==> src/rtl/core/gnd_pkg.sv <==
// Shared types, constants and helpers for the gather-nd slice engine.
// Depends on nothing; every other file of the block imports it.
`timescale 1ns / 1ps

package gnd_pkg;

  // Defaults for the top-level parameters
  localparam int unsigned MAX_RANK_DEF   = 4;
  localparam int unsigned DATA_DEPTH_DEF = 4096;
  localparam int unsigned MAX_SLICE_DEF  = 64;

  // Fixed field widths
  localparam int unsigned NUM_DIM_REGS = 4;
  localparam int unsigned DIM_IW       = 2;   // index into the dimension registers
  localparam int unsigned DIM_W        = 13;  // dimension size register
  localparam int unsigned IDX_W        = 16;  // signed index component
  localparam int unsigned RANK_W       = 3;
  localparam int unsigned ADDR_IN_W    = 12;  // store address field
  localparam int unsigned WORD_W       = 32;
  localparam int unsigned TUPLE_W      = 16;
  localparam int unsigned SLOT_W       = 6;
  localparam int unsigned SLICE_W      = 7;   // slice length, up to 64
  localparam int unsigned CFG_AW       = 3;

  // Saturating product: anything at or above SAT_LIM exceeds any store depth
  localparam int unsigned SAT_W = 18;
  localparam int unsigned SUM_W = 19;
  localparam logic [SAT_W-1:0] SAT_LIM   = 18'h20000;
  localparam logic [DIM_W-1:0] DIM_LIMIT = 13'd4096;

  // Configuration register indexes
  localparam logic [CFG_AW-1:0] REG_DATA_RANK = 3'd0;
  localparam logic [CFG_AW-1:0] REG_TUPLE_LEN = 3'd1;
  localparam logic [CFG_AW-1:0] REG_DIM_0     = 3'd2;
  localparam logic [CFG_AW-1:0] REG_DIM_1     = 3'd3;
  localparam logic [CFG_AW-1:0] REG_DIM_2     = 3'd4;
  localparam logic [CFG_AW-1:0] REG_DIM_3     = 3'd5;

  // Input kind carried on tuser
  localparam logic CMD_STORE = 1'b0;
  localparam logic CMD_INDEX = 1'b1;

  typedef enum logic [3:0] {
    ST_IDLE,
    ST_STRIDE,
    ST_TERM,
    ST_ACC,
    ST_SLICE,
    ST_CHECK,
    ST_READ,
    ST_EMIT,
    ST_ERR
  } gnd_state_e;

  typedef enum logic [1:0] {
    MUL_HOLD,
    MUL_LOAD,
    MUL_STEP
  } mul_op_e;

  typedef struct packed {
    mul_op_e            op;
    logic [SAT_W-1:0]   load_val;
    logic [DIM_W-1:0]   factor;
  } mul_ctrl_t;

  // Dimension size clamped to 1..4096
  function automatic logic [DIM_W-1:0] eff_dim(input logic [DIM_W-1:0] d);
    logic [DIM_W-1:0] r;
    r = d;
    if (d == '0) begin
      r = DIM_W'(1);
    end else if (d > DIM_LIMIT) begin
      r = DIM_LIMIT;
    end
    return r;
  endfunction

endpackage

==> src/rtl/core/gnd_mul_sat.sv <==
// Shared saturating multiply register used for strides, index terms
// and slice lengths. Depends on gnd_pkg.
`timescale 1ns / 1ps

module gnd_mul_sat (
  input  logic                       clk_i,
  input  logic                       rst_ni,
  input  gnd_pkg::mul_ctrl_t         ctrl_i,
  output logic [gnd_pkg::SAT_W-1:0]  prod_o
);
  import gnd_pkg::*;

  localparam int unsigned FULL_W = SAT_W + DIM_W;

  logic [FULL_W-1:0] full;
  logic [SAT_W-1:0]  sat;
  logic [SAT_W-1:0]  prod_d, prod_q;

  assign full = FULL_W'(prod_q) * FULL_W'(ctrl_i.factor);
  assign sat  = (full > FULL_W'(SAT_LIM)) ? SAT_LIM : full[SAT_W-1:0];

  always_comb begin
    case (ctrl_i.op)
      MUL_LOAD: prod_d = ctrl_i.load_val;
      MUL_STEP: prod_d = sat;
      default:  prod_d = prod_q;
    endcase
  end

  always_ff @(posedge clk_i or negedge rst_ni) begin
    if (!rst_ni) begin
      prod_q <= '0;
    end else begin
      prod_q <= prod_d;
    end
  end

  assign prod_o = prod_q;

endmodule

==> config.mk <==
export PLATFORM = sky130hd
export DESIGN_NAME = gnd_mul_sat
export DESIGN_NICKNAME = d
export VERILOG_FILES = /design/src/rtl/core/gnd_pkg.sv /design/src/rtl/core/gnd_mul_sat.sv
export SDC_FILE = /design/constraint.sdc
export NUM_CORES = 1
export LEC_CHECK = 0
export BUFFER_PORTS_ARGS = -buffer_cell sky130_fd_sc_hd__buf_4
export CORE_ASPECT_RATIO = 2
export CORE_MARGIN = 4
export CORE_UTILIZATION = 50
export CTS_CLUSTER_DIAMETER = 120
export CTS_CLUSTER_SIZE = 24
export DETAILED_ROUTE_END_ITERATION = 8
export PLACE_DENSITY = 0.72
export SLEW_MARGIN = 10
export SYNTH_ARGS = -nofsm -noshare
export SYNTH_HDL_FRONTEND = slang
export SYNTH_SLANG_ARGS = --single-unit
==> constraint.sdc <==
create_clock -name clk_i -period 6.18 [get_ports clk_i]
set_input_delay 0.927 -clock clk_i [delete_from_list [all_inputs] [get_ports clk_i]]
set_output_delay 0.927 -clock clk_i [all_outputs]
set_load 0.02 [all_outputs]
* Word-level counts from Yosys, hierarchy flattened *
Cells that the tools add are included.

storage, ports and cells
  register bits = 18
  latch bits = 0
  memory bits (writable) = 0
  memory bits (read-only) = 0
  input port bits = 35
  output and inout bits = 18
  word-level logic and storage cells = 8
  memories = 0

cells by class
  add/sub/neg operators = 0
  multiply operators = 1
  divide/modulo/power cells = 0
  magnitude comparators = 1
  equality and inequality tests = 2
  shift operators = 0
  multiplexer cells = 2
  bitwise gates (word level) = 0
  reductions and logical operators = 1

operators with widths
  operator                                                          number
  one-hot mux 18 bit (2 select lines)                               1
  greater-than comparator 31 x 18 -> 1 bit (second input constant)  1
  multiplier 18 x 13 -> 31 bit                                      1
  2-to-1 mux 18 bit                                                 1
  equality test 2 x 1 -> 1 bit (second input constant)              1
  equality test 2 bit (second input constant)                       1
  nonzero test 2 bit                                                1

* Depth between registers and ports, before layout *
  depth after elaboration = 4
  mapped depth = 25
  depth with buffers taken out = 21

* Worst setup path after synthesis *
No wires, ideal clock.

  kind = input -> register
  start point = in ctrl_i[4] (netlist bit)
  end point = reg prod_q[10] (netlist: prod_o[10])
  library setup time = 110 ps
  data arrival time = 6732 ps
  data required time = 6070 ps
  slack = -662 ps
  cell stages on the path = 22
  path buffers = 3
  cells stage by stage = clkbuf_1 clkbuf_1 nand2_1 fa_1 fa_1 fa_1 inv_1 fa_1 inv_1 fa_1 inv_1 ha_1 and2_1 a221oi_2 o21ai_1 a31oi_2 o21ai_1 or3b_1 a311oi_2 o2111ai_2 buf_6 o41ai_1

on the way
  cells in the longest elaborated chain, start to end = 4

ends and longest elaborated chain
  item                                      line               RTL
  from (decl)                               gnd_mul_sat.sv:8   input gnd_pkg::mul_ctrl_t ctrl_i,
  multiplier 18 x 13 -> 31 bit *            gnd_mul_sat.sv:19  assign full = FULL_W'(prod_q) * FULL_W'(ctrl_i.factor);
  greater-than comparator 31 x 18 -> 1 bit  gnd_mul_sat.sv:20  assign sat = (full > FULL_W'(SAT_LIM)) ? SAT_LIM : full[SAT_W-1:0];
  2-to-1 mux 18 bit *                       gnd_mul_sat.sv:20
  one-hot mux 18 bit (2 select lines) *     gnd_mul_sat.sv:23  case (ctrl_i.op)
  to (signal assigned)                      gnd_mul_sat.sv:34  prod_q <= prod_d;
  to (decl)                                 gnd_mul_sat.sv:17  logic [SAT_W-1:0] prod_d, prod_q;

Every way passes the cells marked *; elsewhere a longest branch is shown, timed or not.
A chain may end at the register's enable or synchronous reset.

* Final worst setup path *
  start point = in ctrl_i[1] (netlist bit)
  end point = reg prod_q[17] (netlist: prod_o[17])

The elaborated chain is that of the path after synthesis.

==> summary by stage <==
Timing
The transition time of the tightest slew-check pin is 0.708 ns. The total of endpoints with negative setup slack in the final report is 18. The clock arrives with 0.00297 ns of skew.

In the finished design, the share of the clock period the worst path needs comes to 1.05. The total count of hold-check failures in the final report is 0. The tightest slew margin relative to the limit is 0.528. Setup repair after global routing could not meet its margin everywhere.

After layout, the worst setup slack is -0.306 ns. The final number of max-transition violations was 0. The maximum achievable frequency is 154 MHz. The worst path in the final design needs a cycle of 6.49 ns, including I/O delays and setup.

Synth
The average cell area after synthesis is 8.42 sq um. The synthesized instance count is 1,045. For this run, the number of Yosys warnings is 0.

In this run, synthesis inferred 0 flip-flops with an integrated enable. The share of synthesized area in the top cell type comes to 0.401. The most frequently used flop master after synthesis is sky130_fd_sc_hd__dfrtp_1. Of all cell types, the one taking the most synthesized area is sky130_fd_sc_hd__fa_1. Yosys attributes the largest share of cell area to sky130_fd_sc_hd__fa_1 40%, sky130_fd_sc_hd__ha_1 11%, sky130_fd_sc_hd__inv_1 11%. The dominant cell by count in the synthesized netlist is sky130_fd_sc_hd__inv_1. Counting every net in the synthesized netlist gives 1,333. The synthesized area is 0.00879 sq mm. Yosys mapped the design onto 59 distinct sky130hd cell types. For this run, asynchronously set or reset flops after synthesis account for 1.00. Of the synthesized area, sequential elements account for 0.0512. Counting flops and latches in the post-synthesis netlist gives 18. In the synthesized netlist, the cells that appear most often are 250 x sky130_fd_sc_hd__inv_1, 176 x sky130_fd_sc_hd__fa_1, 150 x sky130_fd_sc_hd__nand2_1, 109 x sky130_fd_sc_hd__and2_1, 77 x sky130_fd_sc_hd__ha_1.

Drt
The number of vias per cell is 5.48. The final layout contains routed wiring with a total length of 26.2 mm. The residual DRC count is 0.

The first-pass iteration count of the detailed router is 5. In this run the remaining antenna-violating nets after routing total 0. In the final routed layout, each cell accounts on average for 18.5 um. For this block, the initial DRC count from the detailed router was 313. The routed layout has 7,772 vias.

Finish
The number of standard cells in the final layout excluding fillers is 1,417. Fill cells in the final layout number 1,410. The number of antenna repair diodes is 0. The number of flip-flops under the largest register name is 18.

In the final design database the tool counted 1,496 nets. The multi-input combinational cells in the finished layout cover a total of 0.00772 sq mm. The layout-stage area growth over the synthesis result is 28.4%. Registers take 450 sq um. In the final layout, the share of cells above drive strength 1 is 0.255.

Setup path
For the worst setup path, the data required time is 6.31 ns. Grouping stages by cell kind, the critical path spends the most delay in adder cells. The worst setup path is captured at a flop. The library cell contributing the largest single delay on the critical path is sky130_fd_sc_hd__fa_1. The cell repeated most along the worst path is sky130_fd_sc_hd__fa_1. Data on the critical path arrives at its endpoint at 6.62 ns. The delay of the slowest cell on the worst path is 0.55 ns. The largest fanout of any net on the critical path is 5.

STA classifies the critical path startpoint as an input pin. Counting both buffers and inverters, the worst setup path holds a total of 6. Walking the worst path, the cells encountered are buf_12 > and2_4 > fa_1 > inv_1 > fa_1 > inv_1 > fa_1 > fa_1 > inv_1 > fa_1 > inv_1 > ha_4 > o211ai_1 > o21ai_2 > a41oi_2 > o21ai_1 > xor2_1 > or4_4 > nor4_4 > o2111ai_4 > buf_12 > o41a_1.

The category of the most critical setup path is input pin to flop.

Worst hold path
In this run the worst hold path is classified as input pin to asynchronous set/reset pin.

CTS
The insertion delay to the later sink of the worst-skew pair is 0.25 ns. In this run, post-CTS hold repair placed 0 buffers. TritonCTS built the clock tree.

The clock transition at the register clock pins on the worst setup and hold paths after CTS is 0.05 ns. The maximum buffer depth of the clock tree is 2. CTS built an H-tree with a depth of 1. CTS saw 18 sinks. The TritonCTS buffer count is 3. The clock root buffer is sky130_fd_sc_hd__clkbuf_16.

Floorplan
After floorplanning, the core was sized to cover 0.0173 sq mm. The die span in y is 196 um. The horizontal die dimension is 102 um.

The die covers 0.0199 sq mm. The floorplan row count is 68. The effective utilization at floorplan is 0.509. During I/O placement, the number of pins put on the boundary was 53.

Status
The checks that failed: negative setup slack. The run finished, with violations left.

Run
The number of violations of the max-capacitance limit is 0.

GRT
Entering global routing, the biggest net connects 54 pins. The number of global-route vias before repair was 8,593. The global-route total usage across every layer is 0.269. The first global-routing pass estimated 41.5 mm of wire. The number of antenna violations at the first check in global routing is 0. The total overflow reported by the global router is 0.

Place
The final weighted congestion in routability-driven placement is 0.951. The wire-length estimate of the detail-placed layout is 21.6 mm. The number of placed instances, taps included, is 1,399.

The number of port buffers is 52.
-- per-layer routing --
layer  track usage  share of wire  up-vias
met2         0.506           0.57      212
met4         0.193          0.095        0
met3        0.0161          0.027      119
met5             0              0        -
li1              -              -     3510
met1         0.266           0.31     3931
-- cells by family after synthesis --
family	after synthesis	synth area share
DFF	18	0.0512
adders and majority gates	253	0.510
AOI/OAI and AO/OA	122	0.0962
muxes	2	0.00228
and+or+nand+nor	329	0.191
buffers and inverters	302	0.130
xor gates and xnor gates	19	0.0189
-- worst register-to-register path, cell delays in order (launching register included) --
cell and delay (ns):
sky130_fd_sc_hd__dfrtp_1 0.59, sky130_fd_sc_hd__and2_1 0.30, sky130_fd_sc_hd__fa_1 0.49, sky130_fd_sc_hd__inv_1 0.05, sky130_fd_sc_hd__fa_1 0.48, sky130_fd_sc_hd__inv_1 0.06
sky130_fd_sc_hd__fa_1 0.48, sky130_fd_sc_hd__fa_1 0.55, sky130_fd_sc_hd__inv_1 0.05, sky130_fd_sc_hd__fa_1 0.48, sky130_fd_sc_hd__inv_1 0.06, sky130_fd_sc_hd__ha_4 0.29
sky130_fd_sc_hd__o211ai_1 0.14, sky130_fd_sc_hd__o21ai_2 0.21, sky130_fd_sc_hd__a41oi_2 0.18, sky130_fd_sc_hd__o21ai_1 0.18, sky130_fd_sc_hd__xor2_1 0.10, sky130_fd_sc_hd__or4_4 0.44
sky130_fd_sc_hd__nor4_4 0.35, sky130_fd_sc_hd__o2111ai_4 0.24, sky130_fd_sc_hd__buf_12 0.21, sky130_fd_sc_hd__o41a_1 0.36
-- cell usage in the layout, fill, tap and decap left out, types with 3 or more instances in the layout --
| cell type | n |
|---|---|
| sky130_fd_sc_hd__inv_2 | 8 |
| sky130_fd_sc_hd__ha_4 | 9 |
| sky130_fd_sc_hd__o41ai_2 | 8 |
| sky130_fd_sc_hd__xnor2_1 | 7 |
| sky130_fd_sc_hd__o31ai_2 | 4 |
| sky130_fd_sc_hd__fa_2 | 6 |
| sky130_fd_sc_hd__o41ai_4 | 5 |
| sky130_fd_sc_hd__nor3b_1 | 18 |
| sky130_fd_sc_hd__ha_1 | 68 |
| sky130_fd_sc_hd__a21oi_1 | 37 |
| sky130_fd_sc_hd__a21oi_2 | 8 |
| sky130_fd_sc_hd__nor3_1 | 4 |
| sky130_fd_sc_hd__buf_4 | 184 |
| sky130_fd_sc_hd__xor2_2 | 3 |
| sky130_fd_sc_hd__clkbuf_16 | 8 |
| sky130_fd_sc_hd__and2_1 | 95 |
| sky130_fd_sc_hd__inv_1 | 242 |
| sky130_fd_sc_hd__and2_4 | 14 |
| sky130_fd_sc_hd__o21ai_1 | 5 |
| sky130_fd_sc_hd__o21ai_0 | 8 |
| sky130_fd_sc_hd__nand2_1 | 146 |
| sky130_fd_sc_hd__o31ai_1 | 3 |
| sky130_fd_sc_hd__fa_1 | 170 |
| sky130_fd_sc_hd__nor2_1 | 13 |
| sky130_fd_sc_hd__xor2_1 | 9 |
| sky130_fd_sc_hd__a211oi_2 | 3 |
| sky130_fd_sc_hd__buf_6 | 10 |
| sky130_fd_sc_hd__nand4_1 | 6 |
| sky130_fd_sc_hd__dfrtp_1 | 18 |
| sky130_fd_sc_hd__nand3_1 | 11 |
| sky130_fd_sc_hd__o21a_1 | 5 |
| sky130_fd_sc_hd__a31oi_2 | 3 |
| sky130_fd_sc_hd__a21o_1 | 7 |
| sky130_fd_sc_hd__nand2b_1 | 4 |
| sky130_fd_sc_hd__buf_12 | 10 |
| sky130_fd_sc_hd__nand2_2 | 3 |
-- worst paths after layout --
| kind | startpoint | to | slack (ns) | cells after the start |
|---|---|---|---|---|
| max in group asynchronous | rst_ni | prod_o[9] | 5.44 | 1 |
| setup reg to reg | prod_o[6] | prod_o[17] | -0.22 | 21 |
| setup / recovery | ctrl_i[1] | prod_o[17] | -0.31 | 22 |
| min in group clk_i | prod_o[9] | prod_o[9] | 0.71 | 2 |
| hold reg to reg | prod_o[9] | prod_o[9] | 0.71 | 2 |
| hold / removal | rst_ni | prod_o[1] | 0.54 | 1 |
-- final cells by class --
cell class | count | area share
Timing Repair Buffer | 210 | 0.162
Multi-Input combinational cell | 725 | 0.683
Tap cell | 210 | 0.0233
Inverter | 250 | 0.0831
Sequential cell | 18 | 0.0399
Clock buffer | 4 | 0.00787
-- stage by stage --
step | setup slack [ns] | setup TNS [ns] | hold slack, ns | cell area [sq um] | util
after detailed placement | -0.660 | -9.75 | 0.635 | 10600 | 0.615
final | -0.306 | -3.84 | 0.538 | 11300 | 0.654
after global routing | -0.485 | -7.25 | 0.549 | 11300 | 0.654
after CTS | -0.200 | -2.01 | 0.545 | 10800 | 0.626
after global placement | -0.595 | -8.13 | 0.619 | 10600 | 0.615
after floorplan | -0.143 | -1.70 | 0.631 | 9060 | -
-- repair_timing --
item,CTS,global route
pin swaps,5,12
setup buffers,3,6
gates resized for setup,16,66
cloned,0,5
endpoints found under the setup margin,18,18
Power is not shown: default switching activity piles up to over one toggle a cycle in this logic, so the estimate is an artifact.
